===== config.mk =====
export PLATFORM = sky130hd
export DESIGN_NAME = bitmap_node_allocator_unit
export DESIGN_NICKNAME = d
export VERILOG_FILES = /design/src/bna_pkg.sv /design/src/bitmap_node_allocator_unit.sv
export VERILOG_INCLUDE_DIRS = /design/src /design/src/src
export SDC_FILE = /design/constraint.sdc
export NUM_CORES = 1
export LEC_CHECK = 0
export BUFFER_PORTS_ARGS = -buffer_cell sky130_fd_sc_hd__buf_2
export CORE_ASPECT_RATIO = 1.4
export CORE_MARGIN = 4
export CORE_UTILIZATION = 55
export CTS_CLUSTER_DIAMETER = 30
export DETAILED_ROUTE_END_ITERATION = 10
export MAX_ROUTING_LAYER = met4
export PLACE_DENSITY = 0.75
export REMOVE_ABC_BUFFERS = 1
export SYNTH_ARGS = -nofsm -noshare
export SYNTH_HDL_FRONTEND = slang
export SYNTH_SLANG_ARGS = --single-unit

===== constraint.sdc =====
create_clock -name clk -period 2.75 [get_ports clk]
set_clock_uncertainty 0.05 [all_clocks]
set_input_delay 0.1375 -clock clk [delete_from_list [all_inputs] [get_ports clk]]
set_output_delay 0.1375 -clock clk [all_outputs]
set_load 0.03 [all_outputs]

===== src/bitmap_node_allocator_unit_assert.svh =====
// ----------------------------------------------------------------------------
// bitmap node allocator assertion macros
// shared concurrent assertion forms for the allocator rtl
// ----------------------------------------------------------------------------
`ifndef BITMAP_NODE_ALLOCATOR_UNIT_ASSERT_SVH
`define BITMAP_NODE_ALLOCATOR_UNIT_ASSERT_SVH

`ifndef NO_ASSERTIONS

// same-cycle implication
`define BNA_ASSERT_IMPLY(label, clock, resetn, ante, cons) \
    label: assert property (@(posedge clock) disable iff (!(resetn)) \
        (ante) |-> (cons)) else $error("allocator assertion failed");

// next-cycle implication
`define BNA_ASSERT_NEXT(label, clock, resetn, ante, cons) \
    label: assert property (@(posedge clock) disable iff (!(resetn)) \
        (ante) |=> (cons)) else $error("allocator assertion failed");

`else

`define BNA_ASSERT_IMPLY(label, clock, resetn, ante, cons)
`define BNA_ASSERT_NEXT(label, clock, resetn, ante, cons)

`endif

`endif


===== src/bna_pkg.sv =====
// ----------------------------------------------------------------------------
// bna_pkg
// types and constants of the bitmap node allocator
// ----------------------------------------------------------------------------
package bna_pkg;

    localparam int ENTRIES_DEF = 96;
    localparam int WORD_BITS   = 8;
    localparam int BIT_W       = $clog2(WORD_BITS);

    localparam logic [1:0] CMD_CLEAR   = 2'd0;
    localparam logic [1:0] CMD_ALLOC   = 2'd1;
    localparam logic [1:0] CMD_RELEASE = 2'd2;
    localparam logic [1:0] CMD_MARK    = 2'd3;

    localparam logic [1:0] ST_OK     = 2'd0;
    localparam logic [1:0] ST_FULL   = 2'd1;
    localparam logic [1:0] ST_BADIDX = 2'd2;

    typedef struct packed {
        logic [1:0] cmd;
        logic [6:0] handle_in;
        logic       mark_used;
    } in_item_t;

    typedef struct packed {
        logic [6:0] handle_out;
        logic [1:0] status;
        logic [6:0] free_count;
    } out_item_t;

endpackage


===== src/bitmap_node_allocator_unit.sv =====
// ----------------------------------------------------------------------------
// bitmap_node_allocator_unit
// first-fit allocator over a used/free bitmap of file-system nodes
// ----------------------------------------------------------------------------
// The used/free map lives in a memory of 8-bit words, one read and one write
// port, with a valid bit per word so that reset and the clear command free
// every node at once. One command is taken at a time; in_ready is low while a
// command is in progress. Clear, allocate on a full map and a bad handle go from
// the input transfer straight to the response state; release and mark read one
// word, modify it and write it back; allocate examines one word of the map per
// cycle through the memory read port, from word 0 up to the word that holds the
// first free node. The result then waits in the output register and the next
// command can be taken in the cycle after it is loaded. Every result carries the
// free count after the command.
`include "bitmap_node_allocator_unit_assert.svh"

module bitmap_node_allocator_unit #(
    parameter int ENTRIES = bna_pkg::ENTRIES_DEF
) (
    input  logic                 clk,
    input  logic                 rst_n,
    input  logic                 in_valid,
    output logic                 in_ready,
    input  bna_pkg::in_item_t    in_data,
    output logic                 out_valid,
    input  logic                 out_ready,
    output bna_pkg::out_item_t   out_data
);
    import bna_pkg::*;

    localparam int WORDS     = (ENTRIES + WORD_BITS - 1) / WORD_BITS;
    localparam int WA        = (WORDS > 1) ? $clog2(WORDS) : 1;
    localparam int CNT_W     = $clog2(ENTRIES + 1);
    localparam int CMP_W     = (CNT_W > 7) ? CNT_W : 7;
    localparam int IDX_W     = (CNT_W > WA + BIT_W) ? CNT_W : WA + BIT_W;
    localparam int LAST_BITS = ENTRIES - (WORDS - 1) * WORD_BITS;
    // bits past the last node count as used during the search
    localparam logic [WORD_BITS-1:0] PAD_MASK = {WORD_BITS{1'b1}} << LAST_BITS;

    typedef enum logic [1:0] {S_IDLE, S_CHECK, S_RESP} state_t;

    state_t               state_reg, state_next;
    logic [1:0]           cmd_reg, cmd_next;
    logic [6:0]           handle_reg, handle_next;
    logic                 mark_reg, mark_next;
    logic [WA-1:0]        addr_reg, addr_next;
    logic [CNT_W-1:0]     free_total_reg, free_total_next;
    logic [WORDS-1:0]     word_valid_reg, word_valid_next;
    out_item_t            res_reg, res_next;
    logic                 out_valid_reg, out_valid_next;
    out_item_t            out_data_reg, out_data_next;

    logic [WORD_BITS-1:0] map_mem [WORDS];
    logic [WORD_BITS-1:0] rd_data_reg;
    logic                 rd_valid_reg;
    logic [WA-1:0]        rd_addr;
    logic                 mem_we;
    logic [WORD_BITS-1:0] mem_wdata;

    logic [WORD_BITS-1:0] word_cur;
    logic [WORD_BITS-1:0] search_word;
    logic                 found;
    logic [BIT_W-1:0]     first_bit;
    logic [6:0]           in_dec;
    logic [6:0]           h_dec;
    logic [BIT_W-1:0]     bit_sel;
    logic                 old_bit;
    logic                 new_bit;
    logic                 in_fire;
    logic                 handle_bad;
    logic [IDX_W-1:0]     alloc_idx;

    assign in_ready  = (state_reg == S_IDLE);
    assign in_fire   = in_valid && in_ready;
    assign out_valid = out_valid_reg;
    assign out_data  = out_data_reg;

    assign in_dec     = in_data.handle_in - 7'd1;
    assign handle_bad = (in_data.handle_in == 7'd0) ||
                        (CMP_W'(in_data.handle_in) > CMP_W'(ENTRIES));

    // examine unit: one map word per cycle
    assign word_cur    = rd_valid_reg ? rd_data_reg : '0;
    assign search_word = word_cur |
                         ((addr_reg == WA'(WORDS - 1)) ? PAD_MASK : '0);
    assign h_dec       = handle_reg - 7'd1;
    assign bit_sel     = h_dec[BIT_W-1:0];
    assign old_bit     = word_cur[bit_sel];
    assign new_bit     = (cmd_reg == CMD_RELEASE) ? 1'b0 : mark_reg;
    assign alloc_idx   = IDX_W'({addr_reg, first_bit});

    always_comb
    begin
        found     = 1'b0;
        first_bit = '0;
        for (int b = WORD_BITS - 1; b >= 0; b--)
        begin
            if (!search_word[b])
            begin
                found     = 1'b1;
                first_bit = BIT_W'(b);
            end
        end
    end

    always_comb
    begin
        state_next      = state_reg;
        cmd_next        = cmd_reg;
        handle_next     = handle_reg;
        mark_next       = mark_reg;
        addr_next       = addr_reg;
        free_total_next = free_total_reg;
        word_valid_next = word_valid_reg;
        res_next        = res_reg;
        out_valid_next  = out_valid_reg;
        out_data_next   = out_data_reg;
        rd_addr         = addr_reg;
        mem_we          = 1'b0;
        mem_wdata       = word_cur;

        if (out_valid_reg && out_ready)
        begin
            out_valid_next = 1'b0;
        end

        case (state_reg)
            S_IDLE:
            begin
                rd_addr = (in_data.cmd == CMD_ALLOC) ? '0 : WA'(in_dec[6:BIT_W]);
                if (in_fire)
                begin
                    cmd_next    = in_data.cmd;
                    handle_next = in_data.handle_in;
                    mark_next   = in_data.mark_used;
                    addr_next   = rd_addr;
                    res_next.handle_out = '0;
                    res_next.status     = ST_OK;
                    res_next.free_count = 7'(free_total_reg);
                    state_next  = S_CHECK;
                    if (in_data.cmd == CMD_CLEAR)
                    begin
                        word_valid_next     = '0;
                        free_total_next     = CNT_W'(ENTRIES);
                        res_next.free_count = 7'(CNT_W'(ENTRIES));
                        state_next          = S_RESP;
                    end
                    else if (in_data.cmd == CMD_ALLOC)
                    begin
                        if (free_total_reg == '0)
                        begin
                            res_next.status = ST_FULL;
                            state_next      = S_RESP;
                        end
                    end
                    else if (handle_bad)
                    begin
                        res_next.status = ST_BADIDX;
                        state_next      = S_RESP;
                    end
                end
            end
            S_CHECK:
            begin
                if (cmd_reg == CMD_ALLOC)
                begin
                    if (found)
                    begin
                        mem_we    = 1'b1;
                        mem_wdata = word_cur | (WORD_BITS'(1) << first_bit);
                        word_valid_next[addr_reg] = 1'b1;
                        free_total_next     = free_total_reg - CNT_W'(1);
                        res_next.handle_out = 7'(alloc_idx + IDX_W'(1));
                        res_next.free_count = 7'(free_total_reg - CNT_W'(1));
                        state_next          = S_RESP;
                    end
                    else
                    begin
                        // keep the read port busy with the next word
                        rd_addr   = addr_reg + WA'(1);
                        addr_next = rd_addr;
                    end
                end
                else
                begin
                    mem_we              = 1'b1;
                    mem_wdata           = word_cur;
                    mem_wdata[bit_sel]  = new_bit;
                    word_valid_next[addr_reg] = 1'b1;
                    if (old_bit && !new_bit)
                    begin
                        free_total_next = free_total_reg + CNT_W'(1);
                    end
                    else if (!old_bit && new_bit)
                    begin
                        free_total_next = free_total_reg - CNT_W'(1);
                    end
                    res_next.free_count = 7'(free_total_next);
                    state_next          = S_RESP;
                end
            end
            S_RESP:
            begin
                if (!out_valid_reg || out_ready)
                begin
                    out_valid_next = 1'b1;
                    out_data_next  = res_reg;
                    state_next     = S_IDLE;
                end
            end
            default:
            begin
                state_next = S_IDLE;
            end
        endcase
    end

    always_ff @(posedge clk)
    begin
        if (mem_we)
        begin
            map_mem[addr_reg] <= mem_wdata;
        end
        rd_data_reg <= map_mem[rd_addr];
    end

    always_ff @(posedge clk or negedge rst_n)
    begin
        if (!rst_n)
        begin
            state_reg      <= S_IDLE;
            free_total_reg <= CNT_W'(ENTRIES);
            word_valid_reg <= '0;
            out_valid_reg  <= 1'b0;
            rd_valid_reg   <= 1'b0;
        end
        else
        begin
            state_reg      <= state_next;
            free_total_reg <= free_total_next;
            word_valid_reg <= word_valid_next;
            out_valid_reg  <= out_valid_next;
            rd_valid_reg   <= word_valid_reg[rd_addr];
        end
    end

    always_ff @(posedge clk)
    begin
        cmd_reg      <= cmd_next;
        handle_reg   <= handle_next;
        mark_reg     <= mark_next;
        addr_reg     <= addr_next;
        res_reg      <= res_next;
        out_data_reg <= out_data_next;
    end

    `BNA_ASSERT_IMPLY(a_free_range, clk, rst_n, 1'b1, free_total_reg <= CNT_W'(ENTRIES))
    `BNA_ASSERT_IMPLY(a_scan_addr, clk, rst_n, state_reg == S_CHECK, addr_reg <= WA'(WORDS - 1))
    `BNA_ASSERT_NEXT(a_clear_count, clk, rst_n, in_fire && in_data.cmd == CMD_CLEAR, free_total_reg == CNT_W'(ENTRIES))
    `BNA_ASSERT_IMPLY(a_full_zero, clk, rst_n, out_valid_reg && out_data_reg.status == ST_FULL, out_data_reg.handle_out == 7'd0)

endmodule

==> results.py <==
metrics = {
    "finish": {
        "area_growth_pct": 19.3,
        "final_core_util": 0.668,
        "regArea_sq_um": 4880,
        "largest_reg_flops": 96,
        "nets": 889,
        "diodes": 0,
        "drive_above_1_share": 0.236,
        "multiInputGateArea_sq_um": 3540,
        "fill_cells": 1145,
    },
    "clock_tree": {
        "numClockSinks": 169,
        "numCtsBuffers": 17,
        "h-tree-depth": 4,
        "clk_pin_slew_ns": 0.07,
        "tritoncts": "yes",
        "cts_root_buf": "clkbuf_16",
        "clock_path_buffers": 2,
        "clk_latency_ns": 0.43,
    },
    "power_and_ir_drop": {
        "clkPwrFrac": 0.213,
        "power_density_nw_per_um2": 1060,
        "combPwrFrac": 0.447,
        "p_sw_uw": 4320,
        "peakVddDrop_uv": 602,
        "p_leak_uw": 0.00400,
        "intPower_uw": 6710,
        "p_seq_frac": 0.340,
        "power.share.switching": 0.392,
    },
    "synthesis": {
        "ys.flop_type": "edfxtp_1",
        "yosysUniqueCellTypes": 85,
        "ys_ff_latch": 169,
        "ys_warn_count": 0,
        "syn_area_per_cell_sq_um": 11.8,
        "synth_edf_count": 138,
        "synth_area_sq_um": 8740,
        "async_flop_share": 0.136,
        "netlist_instances": 743,
        "seq_area_frac_synth": 0.558,
    },
    "detailed_routing": {
        "drc": 0,
        "vias": 6917,
        "drt-initial-drc-count": 582,
        "routed_wl_microns": 24200,
        "ant_nets": 0,
        "drt-wirelength-per-cell_microns": 22.6,
        "dr.pass1.iters": 5,
        "drt-vias-per-instance": 6.46,
    },
    "placement": {
        "place_congestion": 1.01,
        "hpwlAfterDp_microns": 17700,
        "post-place-ws_ns": 0.0238,
        "numPortBuffers": 31,
    },
    "floorplan": {
        "initial_utilization": 0.560,
        "num_rows": 54,
        "coreArea_sq_um": 15600,
        "fp.dieW_microns": 115,
        "die_h_microns": 157,
        "dieArea_sq_um": 18000,
        "ioPinCount": 32,
    },
    "job": {
        "cap_violations": 0,
    },
    "grt": {
        "busiest_layer": "met2",
        "gr-total-overflow": 0,
        "grt_pass1_vias": 6934,
        "track_usage": 0.283,
        "gr-usage-met3": 0.0388,
        "grt_use_met1": 0.301,
        "grt_max_degree": 42,
        "antenna_found_initial": 0,
        "grt_util_met2": 0.501,
        "grt_pass1_wl_microns": 37300,
    },
    "critical_path": {
        "r2r-start": "handle_reg[0]$_DFFE_PP_",
        "crit_slowest_cell": "mux4_2",
        "cp-start-kind": "flip-flop",
        "required_ns": 2.89,
        "startpoint": "handle_reg[0]$_DFFE_PP_",
        "criticalPathCategory": "reg -> reg",
        "arrival_ns": 2.80,
        "worstSetupEndpointType": "flip-flop",
        "cp_max_fo": 4,
        "crit_chain": "inv_2 -> ha_4 -> mux4_2 -> mux2i_1 -> buf_4 -> nor2_1 -> o21ai_1 -> a31o_2 -> o21ai_0 -> a21bo_2",
        "crit_path_max_incr_delay_ns": 0.49,
    },
    "sta": {
        "fin_ws_ns": 0.0886,
        "tightest_slew_ns": 1.02,
        "final-hold-violation-count": 0,
        "finalSetupViolCount": 0,
        "slew_headroom": 0.318,
        "period_share": 0.968,
        "fin_hold_ws_ns": 0.192,
        "max_freq_ghz": 0.376,
        "maxSlewViolCount": 0,
        "fin_crit_ns": 2.66,
    },
    "run_status": {
        "status": "complete, no violations",
    },
    "min_path": {
        "worstHoldPathType": "in -> async",
    },
}
-- routing by layer --
| layer | part of all wire | vias to the layer above |
|---|---|---|
| met2 | 0.53 | 287 |
| met1 | 0.37 | 3413 |
| li1 | - | 3130 |
| met4 | 0.057 | 0 |
| met3 | 0.044 | 87 |
| met5 | 0 | - |
-- worst max-delay path: cells and delay by family, from the launching register on --
kind / cells / cell delay (ns)
muxes: 2 / 0.63
AOI/OAI and AO/OA: 4 / 0.84
buffers and inverters: 2 / 0.22
DFF: 1 / 0.36
and+or+nand+nor: 1 / 0.06
adders and majority gates: 1 / 0.28
-- layout by cell type, fill, tap and decap left out, types with 4 or more instances in the layout --
master | synthesis | routed
a32o_1 | 4 | 4
a21oi_1 | 19 | 19
clkbuf_16 | 0 | 17
dfxtp_1 | 8 | 8
buf_12 | 0 | 4
o21ai_0 | 27 | 27
or3_1 | 6 | 6
a41oi_1 | 10 | 10
inv_1 | 31 | 30
o211ai_1 | 27 | 27
dfrtp_1 | 21 | 21
xnor2_1 | 8 | 8
and2_1 | 4 | 4
mux2i_1 | 41 | 41
nand3_1 | 19 | 19
dlygate4sd3_1 | 0 | 9
o21a_1 | 4 | 4
nand2_1 | 43 | 43
o22ai_1 | 4 | 4
nor3_1 | 18 | 18
mux2_2 | 11 | 11
and3_1 | 8 | 8
nand4_1 | 21 | 21
buf_2 | 8 | 31
a31oi_1 | 23 | 23
ha_1 | 14 | 13
a221oi_1 | 14 | 13
buf_4 | 3 | 97
nor2_1 | 67 | 67
a22oi_1 | 9 | 9
nand2b_1 | 5 | 5
o311ai_1 | 7 | 5
nand3b_1 | 8 | 8
nor2b_1 | 7 | 7
a32oi_1 | 7 | 7
a211oi_1 | 4 | 4
edfxtp_1 | 138 | 138
-- final cells by class --
cell class	count	share of cell area
repair buffers	142	0.102
well taps	196	0.0235
multi-input cells	499	0.340
flip-flops and latches	169	0.468
clock inverters	14	0.0139
inverters	32	0.0115
clock buffers	18	0.0411
-- Yosys cell counts, drive strengths merged, types with 9 or more instances --
| library cell | instances | share of area |
|---|---|---|
| ha | 14 | 0.020 |
| nand2 | 43 | 0.018 |
| mux2 | 11 | 0.014 |
| a221oi | 14 | 0.014 |
| dfrtp | 21 | 0.060 |
| a41oi | 10 | 0.010 |
| inv | 32 | 0.014 |
| a31oi | 24 | 0.019 |
| mux2i | 41 | 0.047 |
| o211ai | 28 | 0.025 |
| clkbuf | 24 | 0.015 |
| buf | 19 | 0.014 |
| a21oi | 19 | 0.011 |
| nand3 | 21 | 0.014 |
| o21ai | 29 | 0.017 |
| a22oi | 9 | 0.0077 |
| nor3 | 19 | 0.011 |
| edfxtp | 138 | 0.47 |
| nand4 | 22 | 0.017 |
| nor2 | 68 | 0.029 |
-- stage by stage --
| stage | instances | setup TNS [ns] | total power (uW) | instance area [sq um] |
|---|---|---|---|---|
| 3_5_place_dp | 1026 | 0 | 8510 | 9680 |
| 3_3_place_gp | 1026 | 0 | 8400 | 9680 |
| 4_1_cts | 1067 | 0 | 10900 | 10300 |
| 5_1_grt | 1070 | -0.0111 | 11500 | 10400 |
| 6_report | 1070 | 0 | 11000 | 10400 |
| 2_1_floorplan | 700 | -17.69 | 6520 | 8490 |
-- power by group through the flow --
stage	logic (uW)	clock network, uW	registers [uW]
floorplan	2530	0	3990
global placement	4620	0	3780
detailed placement	4720	0	3800
CTS	4770	2370	3750
global route	5260	2490	3800
finish	4930	2350	3750
-- repair_timing --
item | 4_1_cts | 5_1_grt
pin swaps | 0 | 3
endpoints found under the setup margin | 2 | 12
resized for setup | 1 | 9
endpoints found under the hold margin | 29 | 0
buffers inserted | 0 | 3
hold buffers | 9 | 0
cloned | 0 | 0
-- cells by family (layout without fill, tap and decap cells) --
group,Yosys count,in the layout,synth area share
buffers and inverters,75,206,0.0431
AO/OA/AOI/OAI,193,193,0.164
flip-flops,169,169,0.558
AND/OR/NAND/NOR,227,227,0.136
multiplexers,54,54,0.0663
XOR/XNOR,10,10,0.0109
adder cells (fa/ha/maj),15,15,0.0212
-- final timing paths --
path,end,slack (ns),cells past startpoint
worst max register to register,res_reg[6]$_DFFE_PP_,0.09,10
worst min register to register,out_data[5]$_DFFE_PP_,0.37,0
max in group asynchronous,word_valid_reg[2]$_DFFE_PN0P_,2.07,2
min in group clk,addr_reg[3]$_DFFE_PP_,0.19,4
worst max-delay path,res_reg[6]$_DFFE_PP_,0.09,10
worst min-delay path,free_total_reg[4]$_DFFE_PN0P_,0.19,2
Note: power is estimated with default switching activity, not from simulation.
